File: config.mk
export PLATFORM = sky130hd
export DESIGN_NAME = shell_style_word_splitter
export DESIGN_NICKNAME = d
export VERILOG_FILES = /design/src/rtl/ssws_pkg.sv /design/src/rtl/shell_style_word_splitter.sv /design/src/rtl/ssws_front.sv /design/src/rtl/ssws_queue.sv /design/src/rtl/ssws_back.sv
export SDC_FILE = /design/constraint.sdc
export NUM_CORES = 1
export LEC_CHECK = 0
export BUFFER_PORTS_ARGS = -buffer_cell sky130_fd_sc_hd__buf_4
export CAP_MARGIN = 20
export CORE_MARGIN = 2
export CORE_UTILIZATION = 30
export DETAILED_ROUTE_END_ITERATION = 7
export GPL_TIMING_DRIVEN = 0
export SETUP_SLACK_MARGIN = 0.02
export SYNTH_ARGS = -nofsm -noshare
export SYNTH_HDL_FRONTEND = slang
export SYNTH_SLANG_ARGS = --single-unit
File: constraint.sdc
create_clock -name clk -period 6.11 [get_ports clk]
set_input_delay 0.9165 -clock clk [delete_from_list [all_inputs] [get_ports clk]]
set_output_delay 0.9165 -clock clk [all_outputs]
set_load 0.005 [all_outputs]
File: src/rtl/ssws_pkg.sv
// shared types and constants of the shell style word splitter
`default_nettype none

package ssws_pkg;

	localparam int QAW    = 2;
	localparam int QDEPTH = 1 << QAW;
	localparam int QCW    = QAW + 1;

	localparam logic [7:0] CH_NUL       = 8'h00;
	localparam logic [7:0] CH_HASH      = 8'h23;
	localparam logic [7:0] CH_BACKSLASH = 8'h5C;
	localparam logic [7:0] CH_SQUOTE    = 8'h27;
	localparam logic [7:0] CH_DQUOTE    = 8'h22;
	localparam logic [7:0] CH_SPACE     = 8'h20;
	localparam logic [7:0] CH_TAB       = 8'h09;
	localparam logic [7:0] CH_CR        = 8'h0D;
	localparam logic [7:0] WCNT_MAX     = 8'hFF;

	typedef enum logic [1:0] {
		MODE_BETWEEN = 2'd0,
		MODE_WORD    = 2'd1,
		MODE_COMMENT = 2'd2
	} mode_t;

	typedef enum logic [1:0] {
		QUOTE_NONE   = 2'd0,
		QUOTE_SINGLE = 2'd1,
		QUOTE_DOUBLE = 2'd2
	} quote_t;

	typedef enum logic [1:0] {
		EV_BYTE  = 2'd0,
		EV_END   = 2'd1,
		EV_DONE  = 2'd2,
		EV_ERROR = 2'd3
	} ev_t;

	typedef struct packed {
		ev_t        ev;
		logic [7:0] wbyte;
		logic [7:0] wcount;
	} res_t;

	// one accepted item worth of results, cnt is 1 to 3
	typedef struct packed {
		logic [1:0]     cnt;
		res_t [2:0]     res;
	} cmd_t;

	typedef struct packed {
		logic nonempty;
		cmd_t head;
	} qstat_t;

endpackage

`default_nettype wire

File: src/rtl/shell_style_word_splitter.sv
// top level of the shell style word splitter
//
// line channel: line_valid, line_stall, line_byte. one byte of a line per
// item, a zero byte closes the line. the block takes one byte per cycle
// while its command queue has room.
// result channel: res_valid, res_stall, event_res, word_byte, word_count,
// last_of_run. each line byte gives zero to three results; last_of_run
// marks the final result of a byte. event codes: word byte, end of word,
// line done ok, line error for an unterminated quote (drop the line).
// a byte's first result goes through a queue entry and then the output
// register. results leave at one per cycle while res_stall is low, so bytes
// with one or no result flow at one per cycle; a byte with three results
// holds the result port until all three have left, and the four entry
// queue absorbs short bursts of those.
// res_stall holds the output register and its payload; once the queue is
// full, line_stall rises until a command drains.
// reset clears scan state, word count, queue and output valid at once.
`default_nettype none

module shell_style_word_splitter (
	input  wire logic       clk,
	input  wire logic       arst_n,
	input  wire logic       line_valid,
	output logic            line_stall,
	input  wire logic [7:0] line_byte,
	output logic            res_valid,
	input  wire logic       res_stall,
	output logic [1:0]      event_res,
	output logic [7:0]      word_byte,
	output logic [7:0]      word_count,
	output logic            last_of_run
);
	import ssws_pkg::*;

	logic   push, pop, q_full;
	cmd_t   push_cmd;
	qstat_t stat;

	ssws_front u_front (
		.clk        (clk),
		.arst_n     (arst_n),
		.line_valid (line_valid),
		.line_byte  (line_byte),
		.q_full     (q_full),
		.line_stall (line_stall),
		.push       (push),
		.push_cmd   (push_cmd)
	);

	ssws_queue u_queue (
		.clk      (clk),
		.arst_n   (arst_n),
		.push     (push),
		.push_cmd (push_cmd),
		.pop      (pop),
		.full     (q_full),
		.stat     (stat)
	);

	ssws_back u_back (
		.clk         (clk),
		.arst_n      (arst_n),
		.stat        (stat),
		.res_stall   (res_stall),
		.pop         (pop),
		.res_valid   (res_valid),
		.event_res   (event_res),
		.word_byte   (word_byte),
		.word_count  (word_count),
		.last_of_run (last_of_run)
	);

endmodule

`default_nettype wire

File: src/rtl/ssws_front.sv
// front part: accepts line bytes, tracks scan state, builds result commands
`default_nettype none

module ssws_front (
	input  wire logic          clk,
	input  wire logic          arst_n,
	input  wire logic          line_valid,
	input  wire logic [7:0]    line_byte,
	input  wire logic          q_full,
	output logic               line_stall,
	output logic               push,
	output ssws_pkg::cmd_t     push_cmd
);
	import ssws_pkg::*;

	mode_t      mode_q, mode_d;
	quote_t     quote_q, quote_d;
	logic       esc_q, esc_d;
	logic [7:0] wd_q, wd_d;
	logic [7:0] wd_inc;
	logic       accept;
	logic       is_sp, is_hash, is_bs, is_sq, is_dq, is_zero;
	logic       in_word, in_comment, starts_word;
	logic [1:0] k, k1;
	logic [7:0] qc;
	cmd_t       cmd;

	assign line_stall = q_full;
	assign accept     = line_valid && !q_full;

	assign is_zero = (line_byte == CH_NUL);
	assign is_sp   = (line_byte == CH_SPACE) || (line_byte >= CH_TAB && line_byte <= CH_CR);
	assign is_hash = (line_byte == CH_HASH);
	assign is_bs   = (line_byte == CH_BACKSLASH);
	assign is_sq   = (line_byte == CH_SQUOTE);
	assign is_dq   = (line_byte == CH_DQUOTE);

	assign wd_inc      = (wd_q == WCNT_MAX) ? wd_q : wd_q + 8'd1;
	assign in_word     = (mode_q == MODE_WORD);
	assign in_comment  = (mode_q == MODE_COMMENT);
	assign starts_word = !in_word && !in_comment && !is_sp && !is_hash;
	assign qc          = (quote_q == QUOTE_SINGLE) ? CH_SQUOTE : CH_DQUOTE;
	assign k           = esc_q ? 2'd1 : 2'd0;
	assign k1          = k + 2'd1;

	always_comb begin
		mode_d  = mode_q;
		quote_d = quote_q;
		esc_d   = esc_q;
		wd_d    = wd_q;
		cmd.cnt = 2'd0;
		for (int i = 0; i < 3; i++) begin
			cmd.res[i] = '{ev: EV_BYTE, wbyte: 8'd0, wcount: wd_q};
		end
		if (is_zero) begin
			if (in_word) begin
				if (esc_q) begin
					cmd.res[0] = '{ev: EV_BYTE, wbyte: CH_BACKSLASH, wcount: wd_q};
				end
				if (quote_q != QUOTE_NONE) begin
					cmd.res[k] = '{ev: EV_ERROR, wbyte: 8'd0, wcount: wd_q};
					cmd.cnt    = k1;
				end else begin
					cmd.res[k]  = '{ev: EV_END, wbyte: 8'd0, wcount: wd_inc};
					cmd.res[k1] = '{ev: EV_DONE, wbyte: 8'd0, wcount: wd_inc};
					cmd.cnt     = k + 2'd2;
				end
			end else begin
				cmd.res[0] = '{ev: EV_DONE, wbyte: 8'd0, wcount: wd_q};
				cmd.cnt    = 2'd1;
			end
			mode_d  = MODE_BETWEEN;
			quote_d = QUOTE_NONE;
			esc_d   = 1'b0;
			wd_d    = 8'd0;
		end else if (in_comment) begin
			mode_d = MODE_COMMENT;
		end else if (in_word || starts_word) begin
			mode_d = MODE_WORD;
			if (esc_q) begin
				esc_d      = 1'b0;
				cmd.res[0] = '{ev: EV_BYTE, wbyte: line_byte, wcount: wd_q};
				cmd.cnt    = 2'd1;
			end else if (quote_q != QUOTE_NONE) begin
				if (line_byte == qc) begin
					quote_d = QUOTE_NONE;
				end else if (is_bs) begin
					esc_d = 1'b1;
				end else begin
					cmd.res[0] = '{ev: EV_BYTE, wbyte: line_byte, wcount: wd_q};
					cmd.cnt    = 2'd1;
				end
			end else if (is_sp || is_hash) begin
				mode_d     = is_hash ? MODE_COMMENT : MODE_BETWEEN;
				wd_d       = wd_inc;
				cmd.res[0] = '{ev: EV_END, wbyte: 8'd0, wcount: wd_inc};
				cmd.cnt    = 2'd1;
			end else if (is_sq) begin
				quote_d = QUOTE_SINGLE;
			end else if (is_dq) begin
				quote_d = QUOTE_DOUBLE;
			end else if (is_bs) begin
				esc_d = 1'b1;
			end else begin
				cmd.res[0] = '{ev: EV_BYTE, wbyte: line_byte, wcount: wd_q};
				cmd.cnt    = 2'd1;
			end
		end else if (is_hash) begin
			mode_d = MODE_COMMENT;
		end
	end

	assign push     = accept && (cmd.cnt != 2'd0);
	assign push_cmd = cmd;

	always_ff @(posedge clk or negedge arst_n) begin
		if (!arst_n) begin
			mode_q  <= MODE_BETWEEN;
			quote_q <= QUOTE_NONE;
			esc_q   <= 1'b0;
			wd_q    <= 8'd0;
		end else if (accept) begin
			mode_q  <= mode_d;
			quote_q <= quote_d;
			esc_q   <= esc_d;
			wd_q    <= wd_d;
		end
	end

endmodule

`default_nettype wire

File: src/rtl/ssws_queue.sv
// short command queue between front and back parts
`default_nettype none

module ssws_queue (
	input  wire logic          clk,
	input  wire logic          arst_n,
	input  wire logic          push,
	input  wire ssws_pkg::cmd_t push_cmd,
	input  wire logic          pop,
	output logic               full,
	output ssws_pkg::qstat_t   stat
);
	import ssws_pkg::*;

	cmd_t           mem_q [QDEPTH];
	logic [QAW-1:0] wr_ptr_q, rd_ptr_q;
	logic [QCW-1:0] cnt_q;
	logic           do_pop;

	assign full          = (cnt_q == QCW'(QDEPTH));
	assign stat.nonempty = (cnt_q != '0);
	assign stat.head     = mem_q[rd_ptr_q];
	assign do_pop        = pop && stat.nonempty;

	always_ff @(posedge clk) begin
		if (push && !full) begin
			mem_q[wr_ptr_q] <= push_cmd;
		end
	end

	always_ff @(posedge clk or negedge arst_n) begin
		if (!arst_n) begin
			wr_ptr_q <= '0;
			rd_ptr_q <= '0;
			cnt_q    <= '0;
		end else begin
			if (push && !full) begin
				wr_ptr_q <= wr_ptr_q + QAW'(1);
			end
			if (do_pop) begin
				rd_ptr_q <= rd_ptr_q + QAW'(1);
			end
			unique case ({push && !full, do_pop})
				2'b10:   cnt_q <= cnt_q + QCW'(1);
				2'b01:   cnt_q <= cnt_q - QCW'(1);
				default: cnt_q <= cnt_q;
			endcase
		end
	end

endmodule

`default_nettype wire

File: src/rtl/ssws_back.sv
// back part: walks each command and drives results through the output register
`default_nettype none

module ssws_back (
	input  wire logic            clk,
	input  wire logic            arst_n,
	input  wire ssws_pkg::qstat_t stat,
	input  wire logic            res_stall,
	output logic                 pop,
	output logic                 res_valid,
	output logic [1:0]           event_res,
	output logic [7:0]           word_byte,
	output logic [7:0]           word_count,
	output logic                 last_of_run
);
	import ssws_pkg::*;

	logic [1:0] idx_q;
	logic       load;
	logic       is_last;
	logic       valid_q;
	res_t       cur;
	res_t       res_q;
	logic       last_q;

	assign load    = !valid_q || !res_stall;
	assign cur     = stat.head.res[idx_q];
	assign is_last = (idx_q == stat.head.cnt - 2'd1);
	assign pop     = load && stat.nonempty && is_last;

	always_ff @(posedge clk or negedge arst_n) begin
		if (!arst_n) begin
			valid_q <= 1'b0;
			idx_q   <= 2'd0;
		end else if (load) begin
			valid_q <= stat.nonempty;
			if (stat.nonempty) begin
				idx_q <= is_last ? 2'd0 : idx_q + 2'd1;
			end
		end
	end

	always_ff @(posedge clk) begin
		if (load && stat.nonempty) begin
			res_q  <= cur;
			last_q <= is_last;
		end
	end

	assign res_valid   = valid_q;
	assign event_res   = res_q.ev;
	assign word_byte   = res_q.wbyte;
	assign word_count  = res_q.wcount;
	assign last_of_run = last_q;

endmodule

`default_nettype wire

==> metrics.md <==
| Metric | Value |
|---|---|
| Slew Viols, Final | `0` |
| Die X | `175 µm` |
| Final clock skew | `8.95 ps` |
| Clock Path Buffers | `2` |
| Synth top cells by count | `edfxtp_1, mux4_2, inv_1, nand2_1, nor2_1` |
| First-pass GRT wire length | `28800 µm` |
| Mapped Avg Cell Area | `15.8 µm²` |
| CP startpoint kind | `primary input` |
| DIE HEIGHT | `175 µm` |
| Met3 routed wirelength | `747 µm` |
| Post-synthesis register bit count | `198` |
| Die footprint | `30500 µm²` |
| Met2 Wirelength | `8870 µm` |
| Clock transition at path regs | `70 ps` |
| Worst Path Class, Setup | `in -> reg` |
| Worst-margin pin slew | `1040 ps` |
| GPL Wtd Cong | `0.878` |
| Drt first-iter violations | `468` |
| Tot GR Track Use | `0.124` |
| Relative slew slack | `0.303` |
| Count leader, synth | `edfxtp_1` |
| DRC | `0` |
| Async set-reset flop share out of synthesis | `0.116` |
| Static leakage | `0.00363 µW` |
| ANT nets after route | `0` |
| Number of flops mapped to enable cells by yosys | `175` |
| Pre-antenna DRT Iters | `7` |
| Syn_nets | `578` |
| Final setup vio count | `0` |
| Fin cells | `1006` |
| Tcrit/Tclk final | `0.578` |
| Placed Instances | `972` |
| Hold/Removal Path Class | `in -> async` |
| Met1 wire length | `8270 µm` |
| Pwr/cell area | `447 nW/µm²` |
| Total CTS buffers | `17` |
| CTS tree | `built` |
| Crit path DAT | `3890 ps` |
| Final min period | `3530 ps` |
| Synth top area cells | `edfxtp_1, mux4_2, dfrtp_1` |
| Initial antenna violation count | `0` |
| Final non-filler cell area | `10100 µm²` |
| IR drop worst, VDD | `184 µV` |
| CTS Root Cell | `clkbuf_16` |
| Latest clock arrival within the worst-skew pair | `430 ps` |
| Syn. warnings | `0` |
| F_max | `0.283 GHz` |
| DRT Wirelength | `18100 µm` |
| Number of diodes | `0` |
| Layout Nets | `633` |
| Register area share after synthesis | `0.668` |
| Area of placed instances | `9520 µm²` |
| Final Total Pwr | `4530 µW` |
| CP Capture Type | `register` |
| Max Cap Viol | `0` |
| Post-synth cell types | `57` |
| Starting density of the core | `0.304` |
| Post-DP HPWL | `12000 µm` |
| PortBufs | `30` |
| Vias in the first global route | `5016` |
| Setup_tns | `0 ps` |
| # H-tree levels | `4` |
| Drt wl/cell | `18.0 µm` |
| Fillers | `2752` |
| Pin count of the biggest net entering global routing | `31` |
| WHS | `406 ps` |
| Status | `finished, final reports clean` |
| Synth area leader | `edfxtp_1` |
| Num ports | `33` |
| Number of buffers inserted by hold repair at cts | `0` |
| Number of core rows | `62` |
| Post-cts resize count | `0` |
| Max layer used | `met4` |
| Number of vias per cell | `4.77` |
| Overflow after GRT | `0` |
| Synth top area share | `0.602` |
| Gate count of the mapped netlist | `554` |
| Area delta synth->final | `16.0%` |
| Clk sink count | `198` |
| Worst EP required | `6470 ps` |
| Dominant synthesized flop cell | `edfxtp_1` |
| R2R depth | `12` |
| RSZ-0062 raised after global routing | `false` |
| Via count | `4795` |
| Postcts setup bufs | `0` |
| Synth Cell Area | `8730 µm²` |
| Hold Vio Cnt, Final | `0` |
| Core box area | `28700 µm²` |
| Worst-path maximum fanout | `10` |
| Share of layout cells above drive strength 1 | `0.209` |
[worst max-delay path, stage by stage]
cell	delay, ps
buf_4	120
clkbuf_1	220
o41ai_1	790
or2_2	240
a41oi_1	110
and3_1	230
buf_6	140
inv_1	50
ha_1	180
inv_1	70
fa_1	430
xor2_1	150
nor2_1	110
xor2_1	140
[registers in the layout (all words and copies together), names as in the netlist]
signal and count:
u_back.event_res 2, u_back.idx_q 2, u_back.last_of_run 1, u_back.res_valid 1, u_back.word_byte 8, u_back.word_count 8, u_front.esc_q 1, u_front.mode_q 2
u_front.quote_q 2, u_front.wd_q 8, u_queue.cnt_q 3, u_queue.mem_q 156, u_queue.rd_ptr_q 2, u_queue.wr_ptr_q 2
[per-stage QoR]
step / setup slack (ps) / utilization
after global routing: 2280 / 0.353
after floorplan: 2320 / -
after detailed placement: 2140 / 0.332
after global placement: 1260 / 0.329
after CTS: 2600 / 0.352
final: 2580 / 0.353
[worst paths after layout]
path	start	to	slack [ps]
max	line_byte[2]	u_queue.cnt_q[2]$_DFFE_PN0P_	2580
min	arst_n	u_queue.wr_ptr_q[1]$_DFFE_PN0P_	410
max reg2reg	u_queue.rd_ptr_q[0]$_DFFE_PN0P_	u_queue.cnt_q[2]$_DFFE_PN0P_	2920
min reg2reg	u_queue.cnt_q[2]$_DFFE_PN0P_	u_queue.cnt_q[2]$_DFFE_PN0P_	490
max in group asynchronous	arst_n	u_queue.rd_ptr_q[0]$_DFFE_PN0P_	5410
min in group clk	u_queue.cnt_q[2]$_DFFE_PN0P_	u_queue.cnt_q[2]$_DFFE_PN0P_	490
[placed cells by master, fill, tap and decap left out, types with 14 or more instances in the layout]
cell / instances
dfrtp_1: 23
nor2_1: 28
nand2_1: 29
buf_4: 30
o21ai_0: 14
clkbuf_16: 17
edfxtp_1: 175
inv_1: 29
clkbuf_1: 22
mux4_2: 39
mux2i_1: 15
[report_power, final]
| group | switching [µW] | internal, µW | total, µW |
|---|---|---|---|
| Sequential | 78.0 | 1860 | 1940 |
| Combinational | 820 | 658 | 1480 |
| Clock | 498 | 610 | 1110 |
| Total | 1400 | 3130 | 4530 |
[cell families after synthesis]
group / count (synthesis) / synth area share
muxes: 63 / 0.130
and+or+nand+nor: 129 / 0.0801
DFF: 198 / 0.668
buffers and inverters: 61 / 0.0294
adders and majority gates: 12 / 0.0181
xor gates and xnor gates: 21 / 0.0211
AOI/OAI and AO/OA: 70 / 0.0539
[area by class of cell]
class / count / area (µm²) / area share
multi-input cells: 295 / 2650 / 0.262
plain buffers: 32 / 148 / 0.0146
flip-flops and latches: 198 / 5830 / 0.576
clock inverters: 13 / 145 / 0.0143
well taps: 384 / 480 / 0.0474
inverters: 29 / 109 / 0.0107
clock buffers: 19 / 433 / 0.0427
repair buffers: 36 / 332 / 0.0327
[routing by layer]
layer / vias up / track usage
met1: 2427 / 0.171
li1: 2233 / -
met4: 0 / 0.0347
met2: 120 / 0.201
met3: 15 / 0.0252
met5: - / 0
Note: power is estimated with default switching activity, not from simulation.
